[src/rtl/frame_difference_motion_metric_core_macros.svh]
// Assertion helpers shared by the core
`ifndef FRAME_DIFFERENCE_MOTION_METRIC_CORE_MACROS_SVH
`define FRAME_DIFFERENCE_MOTION_METRIC_CORE_MACROS_SVH

// Consequent checked in the same cycle as the antecedent
`define FDMM_ASSERT_SAME(label, clk, rst_n, ante, cons, msg) \
    label: assert property (@(posedge clk) disable iff (!rst_n) (ante) |-> (cons)) \
        else $error(msg);

// Consequent checked in the cycle after the antecedent
`define FDMM_ASSERT_NEXT(label, clk, rst_n, ante, cons, msg) \
    label: assert property (@(posedge clk) disable iff (!rst_n) (ante) |=> (cons)) \
        else $error(msg);

`endif

[src/rtl/fdmm_pkg.sv]
package fdmm_pkg;

    localparam int PIXEL_W    = 8;
    localparam int DIM_W      = 11;
    localparam int MEAN_W     = 16;
    localparam int COUNT_W    = 16;
    localparam int APB_ADDR_W = 3;
    localparam int APB_DATA_W = 32;

    localparam logic [DIM_W-1:0] WIDTH_RESET  = 11'd640;
    localparam logic [DIM_W-1:0] HEIGHT_RESET = 11'd480;

    // Register index, taken from paddr[2]
    localparam logic REG_FRAME_WIDTH  = 1'b0;
    localparam logic REG_FRAME_HEIGHT = 1'b1;

    localparam logic KIND_PIXEL   = 1'b0;
    localparam logic KIND_RESTART = 1'b1;

    localparam logic [COUNT_W-1:0] COUNT_MAX = '1;

    // One quotient bit per divider step
    localparam int DIV_STEPS = MEAN_W;
    localparam int STEP_W    = $clog2(DIV_STEPS);

    typedef struct packed {
        logic pixel;
        logic restart;
        logic div_load;
        logic div_step;
        logic out_load;
    } t_dp_cmd;

    typedef struct packed {
        logic last;
        logic ref_valid;
        logic out_free;
    } t_dp_status;

endpackage

[src/rtl/fdmm_ctrl.sv]
module fdmm_ctrl (
    input  logic                 i_clk,
    input  logic                 i_rst_n,
    input  logic                 i_in_valid,
    input  logic                 i_kind,
    input  logic                 i_cfg_write,
    input  fdmm_pkg::t_dp_status i_status,
    output logic                 o_in_stall,
    output fdmm_pkg::t_dp_cmd    o_cmd
);

    import fdmm_pkg::*;

    localparam logic [1:0] ST_RUN = 2'd0;
    localparam logic [1:0] ST_ACC = 2'd1;
    localparam logic [1:0] ST_DIV = 2'd2;
    localparam logic [1:0] ST_OUT = 2'd3;

    logic [1:0]        r_state;
    logic [1:0]        n_state;
    logic [STEP_W-1:0] r_step;
    logic [STEP_W-1:0] n_step;
    logic              r_settle;
    t_dp_cmd           cmd;
    logic              stall;

    always_comb begin
        n_state = r_state;
        n_step  = r_step;
        cmd     = '0;
        stall   = 1'b1;
        case (r_state)
            ST_RUN: begin
                // hold requests in the cycle after a register write
                stall = r_settle;
                if (i_in_valid && !r_settle) begin
                    if (i_kind == KIND_RESTART) begin
                        cmd.restart = 1'b1;
                    end else begin
                        cmd.pixel = 1'b1;
                        if (i_status.last) begin
                            n_state = ST_ACC;
                        end
                    end
                end
            end
            ST_ACC: begin
                cmd.div_load = 1'b1;
                n_step       = '0;
                n_state      = i_status.ref_valid ? ST_DIV : ST_OUT;
            end
            ST_DIV: begin
                cmd.div_step = 1'b1;
                n_step       = r_step + STEP_W'(1);
                if (r_step == STEP_W'(DIV_STEPS - 1)) begin
                    n_state = ST_OUT;
                end
            end
            ST_OUT: begin
                if (i_status.out_free) begin
                    cmd.out_load = 1'b1;
                    n_state      = ST_RUN;
                end
            end
            default: begin
                n_state = ST_RUN;
            end
        endcase
    end

    always_ff @(posedge i_clk) begin
        if (!i_rst_n) begin
            r_state  <= ST_RUN;
            r_step   <= '0;
            r_settle <= 1'b1;
        end else begin
            r_state  <= n_state;
            r_step   <= n_step;
            r_settle <= i_cfg_write;
        end
    end

    assign o_in_stall = stall;
    assign o_cmd      = cmd;

endmodule

[config.mk]
export PLATFORM = sky130hd
export DESIGN_NAME = fdmm_ctrl
export DESIGN_NICKNAME = d
export VERILOG_FILES = /design/src/rtl/frame_difference_motion_metric_core_macros.svh /design/src/rtl/fdmm_pkg.sv /design/src/rtl/fdmm_ctrl.sv
export SDC_FILE = /design/constraint.sdc
export NUM_CORES = 1
export LEC_CHECK = 0
export BUFFER_PORTS_ARGS = -buffer_cell sky130_fd_sc_hd__clkbuf_2
export CAP_MARGIN = 20
export CORE_AREA = 8 8 45 47
export CTS_BUF_LIST = sky130_fd_sc_hd__clkbuf_8
export DETAILED_ROUTE_END_ITERATION = 16
export DIE_AREA = 0 0 53 55
export PLACE_DENSITY_LB_ADDON = 0.25
export SKIP_CTS_REPAIR_TIMING = 1
export SYNTH_ARGS = -nofsm -noshare
export SYNTH_HDL_FRONTEND = slang
export SYNTH_SLANG_ARGS = --single-unit
[constraint.sdc]
create_clock -name i_clk -period 1.3 [get_ports i_clk]
set_input_delay 0.26 -clock i_clk [delete_from_list [all_inputs] [get_ports i_clk]]
set_output_delay 0.26 -clock i_clk [all_outputs]
set_load 0.02 [all_outputs]
After elaboration in Yosys (flattened, before gate mapping)
Cells that the tools add are included.
{"block": "totals", "register_bits": 7, "latchBits": 0, "ramBits": 0, "mem_bits_ro": 0, "output_inout_bits": 6, "wordCells": 35, "memories": 0}
{"block": "classes", "n_addsub": 1, "mul": 0, "n_div": 0, "magnitude_cmp": 0, "eq_ne": 9, "shifts": 0, "mux": 17, "bitwise_logic": 0, "reduce_logical": 5}
{"cell": "$mux W2", "count": 7}
{"cell": "$ne A2 B2 Y1 const B", "count": 5}
{"cell": "$mux W1", "count": 8}
{"cell": "$pmux W2 S4", "count": 1}
{"cell": "$pmux W4 S2", "count": 1}
{"cell": "$reduce_and A5 Y1", "count": 1}
{"cell": "$add A4 B1 Y4 const B", "count": 1}
{"cell": "$eq A2 B2 Y1 const B", "count": 2}
{"cell": "$eq A4 B4 Y1 const B", "count": 1}
{"cell": "$eq A2 B1 Y1 const B", "count": 1}
{"cell": "$logic_not A2 Y1", "count": 1}
{"cell": "$reduce_bool A2 Y1", "count": 1}
{"cell": "$logic_and A1 B1 Y1", "count": 1}
{"cell": "$logic_not A1 Y1", "count": 1}

Longest topological paths before layout
Gate-level depths: netlist (run 1).
{"block": "depth", "ltp_word": 4, "ltp_mapped": 6, "mapped_depth_nobuf": 6}

Least setup slack after synthesis (run 1)
No wires, ideal clock.
{"block": "synth_timing", "kind": "register to register", "from": "register r_state[0]", "to": "register r_state[0]", "setup_time_ns": 0.072, "t_arrival_ns": 1.345, "required_ns": 1.228, "path_slack_ns": -0.117, "path_stages_with_launch": 5, "synth_period_minus_slack_ns": 1.417, "path_cell_list": "dfxtp_1 > inv_1 > ha_1 > a221oi_2 > mux2i_1"}
{"block": "synth_via", "elab_chain_len": 3, "word_cells_on_any_way": 11, "classes_between": "eq/ne (8); mux (1); reduce/logical (2)"}
{"item": "start, declared", "line_no": "fdmm_ctrl.sv:19", "source": "logic [1:0] r_state;"}
{"item": "start signal, assigned", "line_no": "fdmm_ctrl.sv:77", "source": "r_state <= n_state;"}
{"item": "$eq A2 B2 Y1 / $logic_not A2 Y1 (equally long branches)", "line_no": "fdmm_ctrl.sv:32", "source": "case (r_state)"}
{"item": "$ne A2 B2 Y1 (no line)"}
{"item": "$reduce_and A5 Y1 (no line)"}
Parallel ways exist; a longest one is shown, timed or not.
A chain may end at the register's enable or synchronous reset.

==> impl_metrics.py, run 1 <==
metrics = {
    "logic_synthesis": {
        "ys_warn_count": 0,
        "synth-edff-count": 0,
        "synth.largest_area_cell": "dfxtp_1",
        "synth_cells": 51,
        "async_flop_share": 0,
        "synth.area.top_cells": "dfxtp_1, ha_1, nand2b_1, a21boi_0, nand2_1",
        "ys_ff_latch": 7,
        "synth_fp_nets": 65,
        "synthFlopType": "dfxtp_1",
        "yosys.area.top_type_share": 0.3137,
        "avgSynthCellArea_um2": 8.758,
        "synth.most_common_cell": "dfxtp_1",
        "synth_common_cells": "dfxtp_1, ha_1, nand2_1, inv_1, nand2b_1",
        "yosysUniqueCellTypes": 21,
        "syn_area_um2": 446.7,
        "ys_seq_area_frac": 0.3137,
    },
    "status": {
        "status": "finished with violations",
        "violations": "setup timing",
    },
    "route": {
        "wl_um": 1055,
        "wl_per_cell_um": 11.47,
        "num_vias": 449,
        "drt_iter0_markers": 4,
        "first_pass_iters": 3,
        "drc_errors": 0,
        "ant_nets": 0,
        "vias_per_cell": 4.880,
    },
    "power": {
        "peakVddDrop_mv": 0.6499,
        "power_density_nw_per_um2": 851.8,
        "p_leak_uw": 0.0002995,
        "power_uw": 638.4,
    },
    "sta": {
        "clock-skew-final_ns": 0.002652,
        "period_share": 1.081,
        "slew_headroom": 0.7997,
        "fin_hold_ws_ns": 0.2265,
        "layout_min_cycle_time_ns": 1.405,
        "rsz0062_at_grt": "true",
        "final_hold_viol_count": 0,
        "fin_tns_setup_ns": -0.4319,
        "fin_ws_ns": -0.1047,
        "worst_pin_slew_ns": 0.3004,
        "maxSlewViolCount": 0,
        "max_freq_mhz": 711.9,
        "setup_violations": 7,
    },
    "global_routing": {
        "busiest_layer": "met2",
        "grt_max_degree": 10,
        "grt_pass1_vias": 397,
        "grtUsageMet1": 0.08702,
        "track_usage": 0.08101,
        "grtUsageMet2": 0.1309,
        "grt_overflow": 0,
        "grt_pass1_wl_um": 1711,
        "antenna_found_initial": 0,
        "grt_util_met3": 0.04011,
    },
    "die": {
        "fp.dieH_um": 55,
        "core_region_area_um2": 1384,
        "rows": 14,
        "start_util": 0.3228,
        "dieArea_um2": 2915,
        "die-width_um": 53,
        "pin_count": 14,
    },
    "critical_path": {
        "cp-start-kind": "flip-flop",
        "end_kind": "output port",
        "cpPeakStageDelay_ns": 0.40,
        "worstPathCellList": "or3b_4, nor2_4, buf_6",
        "critPathKind": "flip-flop to output port",
        "cpMaxStageDelayCell": "or3b_4",
        "worstPathArrival_ns": 1.14,
        "critPathRequiredTime_ns": 1.04,
        "crit_fanout": 3,
    },
    "finish": {
        "nFillCells": 135,
        "nNetsFinal": 91,
        "fin_util": 0.5416,
        "layout-drive-gt1-share": 0.5263,
        "finalNonFillerCells": 92,
        "area_delta_synth_final_pct": 67.79,
        "diodes": 0,
    },
    "cts": {
        "cts_made_buffers": 3,
        "cts_buffer_depth": 2,
        "clk_transition_reported_paths_ns": 0.04,
        "clk_latency_ns": 0.23,
        "cts_max_level": 1,
        "cts_tree": "done",
        "cts.sinks": 7,
        "cts_root_buf": "clkbuf_8",
    },
    "placement": {
        "portBuffers": 13,
        "hpwl_um": 830.5,
        "placed_cells": 86,
        "gp_congestion": 0.7004,
    },
    "hold_path": {
        "hold_class": "input port to flip-flop",
    },
    "run": {
        "drv_cap": 0,
    },
}
-- metal layers --
metal	vias to the layer above	routed length (µm)	part of all wire
met5	-	0	0
met2	13	497	0.47
met1	208	436	0.41
met4	0	10	0.0095
met3	2	111	0.11
li1	226	-	-
-- worst paths after layout --
kind	start	end	slack, ns	cells after the start
min reg2reg	r_step[1]	r_step[1]	0.50	2
max reg2reg	r_settle	r_state[1]	-0.06	3
min	i_cfg_write	r_settle	0.23	2
max	r_settle	o_cmd[4]	-0.10	3
-- logic make-up after synthesis --
group           synth area share
fa+ha+maj                 0.1681
simple gates              0.2689
buf+inv                  0.04202
flops                     0.3137
compound gates            0.1624
mux                      0.04482
-- state kept, by name, summed over array words and instances, names as in the netlist --
register  cells
r_step        4
r_state       2
r_settle      1
-- through the flow --
step / cell area [µm²] / setup WS, ns
floorplan: 450.4 / 0.02066
global placement: 580.6 / -0.06603
detailed placement: 580.6 / -0.1021
CTS: 625.6 / -0.2329
global route: 749.5 / -0.1552
finish: 749.5 / -0.1047
-- where the power goes --
group | total [µW] | switching, µW | internal, µW
clock | 296 | 92.0 | 204
combinational | 117 | 53.7 | 63.7
sequential | 225 | 4.71 | 220
-- placed cells by master (no fill, tap or decap), types with 2 or more instances in the layout --
cell type  count
o21ai_0        2
clkbuf_2       7
nand2b_1       4
buf_6          5
mux2i_1        2
nand3_1        3
inv_4          2
inv_1          3
a21boi_0       3
dfxtp_2        2
ha_4           4
buf_4          9
nand2_1        5
clkbuf_8       3
dfxtp_1        4
o22ai_1        2
-- critical path: cells and delay by family, from the launching register on --
family / cells / cell delay, ns
buffers and inverters: 1 / 0.12
AND/OR/NAND/NOR: 2 / 0.49
flip-flops: 1 / 0.31
-- layout make-up --
class / instances / area (µm²) / share of cell area
Sequential cell: 7 / 146.4 / 0.1953
Timing Repair Buffer: 21 / 158.9 / 0.2120
Inverter: 5 / 23.77 / 0.03172
Multi-Input combinational cell: 39 / 355.3 / 0.4741
Clock buffer: 3 / 41.29 / 0.05509
Tap cell: 16 / 20.02 / 0.02671
Clock inverter: 1 / 3.754 / 0.005008
Note: power is estimated with default switching activity, not from simulation.
==> run 2, diff against run 1 <==
--- a/config.mk
+++ b/config.mk
@@ -12,6 +12,7 @@
 export DETAILED_ROUTE_END_ITERATION = 16
 export DIE_AREA = 0 0 53 55
 export PLACE_DENSITY_LB_ADDON = 0.25
+export RECOVER_POWER = 25
 export SKIP_CTS_REPAIR_TIMING = 1
 export SYNTH_ARGS = -nofsm -noshare
 export SYNTH_HDL_FRONTEND = slang
==> constraint.sdc (replaced) <==
create_clock -name i_clk -period 1.3 [get_ports i_clk]
set_input_delay 0.26 -clock i_clk [delete_from_list [all_inputs] [get_ports i_clk]]
set_output_delay 0.26 -clock i_clk [all_outputs]
set_load 0.005 [all_outputs]
==> impl_metrics.py, run 2 (synthesis gave the netlist of run 1 again) <==
metrics = {
    "placement": {
        "placed_cells": 89,
        "hpwl_um": 823.2,
        "postPlaceCellArea_um2": 600.6,
        "portBuffers": 13,
        "gp_congestion": 0.7456,
    },
    "sta": {
        "period_share": 1.088,
        "slew_headroom": 0.7664,
        "layout_min_cycle_time_ns": 1.415,
        "rsz0062_at_grt": "true",
        "clock-skew-final_ns": 0.002616,
        "setup_violations": 6,
        "fin_ws_ns": -0.1146,
        "fin_tns_setup_ns": -0.5294,
        "worst_pin_slew_ns": 0.3503,
        "final_hold_viol_count": 0,
        "maxSlewViolCount": 0,
        "max_freq_mhz": 706.9,
    },
    "status": {
        "status": "finished with violations",
        "violations": "setup timing",
    },
    "die": {
        "die-width_um": 53,
        "fp.dieH_um": 55,
        "start_util": 0.3228,
        "dieArea_um2": 2915,
        "core_region_area_um2": 1384,
        "rows": 14,
        "pin_count": 14,
    },
    "route": {
        "drc_errors": 0,
        "first_pass_iters": 4,
        "wl_per_cell_um": 12.62,
        "ant_nets": 0,
        "drt_iter0_markers": 4,
        "num_vias": 444,
        "vias_per_cell": 4.674,
        "wl_um": 1199,
    },
    "finish": {
        "final_cell_mix": "clkbuf_2, buf_4, nand2_1",
        "reg.largest.list": "r_step: 4 flops, r_state: 2 flops, r_settle: 1 flops",
        "fin_util": 0.5705,
        "diodes": 0,
        "area_delta_synth_final_pct": 76.75,
        "largest-register": "r_step",
        "layout-drive-gt1-share": 0.5190,
        "largest_reg_flops": 4,
        "finalNonFillerCells": 95,
        "nNetsFinal": 94,
        "layout_commonest_cell": "clkbuf_2",
        "design_area_um2": 789.5,
    },
    "critical_path": {
        "worstReg2RegStart": "r_settle",
        "worstPathArrival_ns": 1.55,
        "reg2reg_to": "r_state[1]",
        "r2r_slack_ns": -0.11,
        "critPathKind": "flip-flop to flip-flop",
        "r2r_cells": 3,
        "cp-start-kind": "flip-flop",
        "critPathRequiredTime_ns": 1.44,
        "crit_fanout": 3,
        "end_kind": "flip-flop",
    },
    "power": {
        "peakVddDrop_mv": 0.4207,
        "power_density_nw_per_um2": 816.1,
        "p_leak_uw": 0.0003208,
        "power_uw": 644.3,
    },
    "global_routing": {
        "grt_max_degree": 10,
        "grtUsageMet1": 0.08232,
        "grt_pass1_vias": 405,
        "grt_pass1_wl_um": 1697,
        "track_usage": 0.08315,
        "grt_util_met3": 0.04545,
        "grt_overflow": 0,
        "antenna_found_initial": 0,
        "busiest_layer": "met2",
        "grtUsageMet2": 0.1230,
    },
    "hold_path": {
        "hold_end": "r_settle",
        "hold_depth": 2,
        "hold_class": "input port to flip-flop",
        "min-delay-start": "i_cfg_write",
    },
    "cts": {
        "cts_buffer_depth": 2,
        "cts_made_buffers": 3,
        "cts_root_buf": "clkbuf_8",
        "cts.sinks": 7,
        "cts_max_level": 1,
        "cts_tree": "done",
        "clk_latency_ns": 0.22,
        "clk_transition_reported_paths_ns": 0.04,
    },
    "run": {
        "drv_cap": 0,
    },
}
-- run 2: final cells by class --
cell class / count / area [µm²]
Timing Repair Buffer: 24 / 176.4
Sequential cell: 7 / 146.4
Clock buffer: 3 / 41.29
Multi-Input combinational cell: 39 / 375.4
Fill cell: 121 / 594.3
Tap cell: 16 / 20.02
Inverter: 5 / 26.28
Clock inverter: 1 / 3.754
-- run 2: metrics by stage --
step                      hold WS, ns  worst slack, ns
final                          0.2139          -0.1146
after global routing           0.2419          -0.1690
after CTS                      0.2099          -0.1707
after detailed placement       0.4468          -0.1186
after global placement         0.4478         -0.06141
after floorplan                0.3330          0.02473
-- run 2: where the power goes --
| group | switching [µW] | leakage (µW) | internal, µW |
|---|---|---|---|
| logic | 54.4 | 0.000236 | 71.9 |
| registers | 5.28 | 0.0000578 | 220 |
| clock network | 88.7 | 0.0000269 | 204 |
| total | 148 | 0.000321 | 496 |
-- run 2: routing by layer --
layer | part of all wire | wire, µm
met5 | 0 | 0
met1 | 0.38 | 461
met2 | 0.51 | 614
met4 | 0.019 | 23
met3 | 0.083 | 100
-- run 2: how the worst max path moves through the flow --
stage	startpoint	to	cells after the start
2_1_floorplan	r_state[0]	r_state[0]	6
3_3_place_gp	i_kind	r_state[0]	4
3_5_place_dp	i_kind	r_state[1]	4
4_1_cts	r_state[0]	o_cmd[4]	6
5_1_grt	r_settle	r_state[1]	3
6_report	r_settle	r_state[1]	3
-- run 2: critical path: stages (launching register included) --
cell and delay [ns]:
dfxtp_2 0.31, or3b_4 0.41, a221oi_4 0.35, mux2i_1 0.26
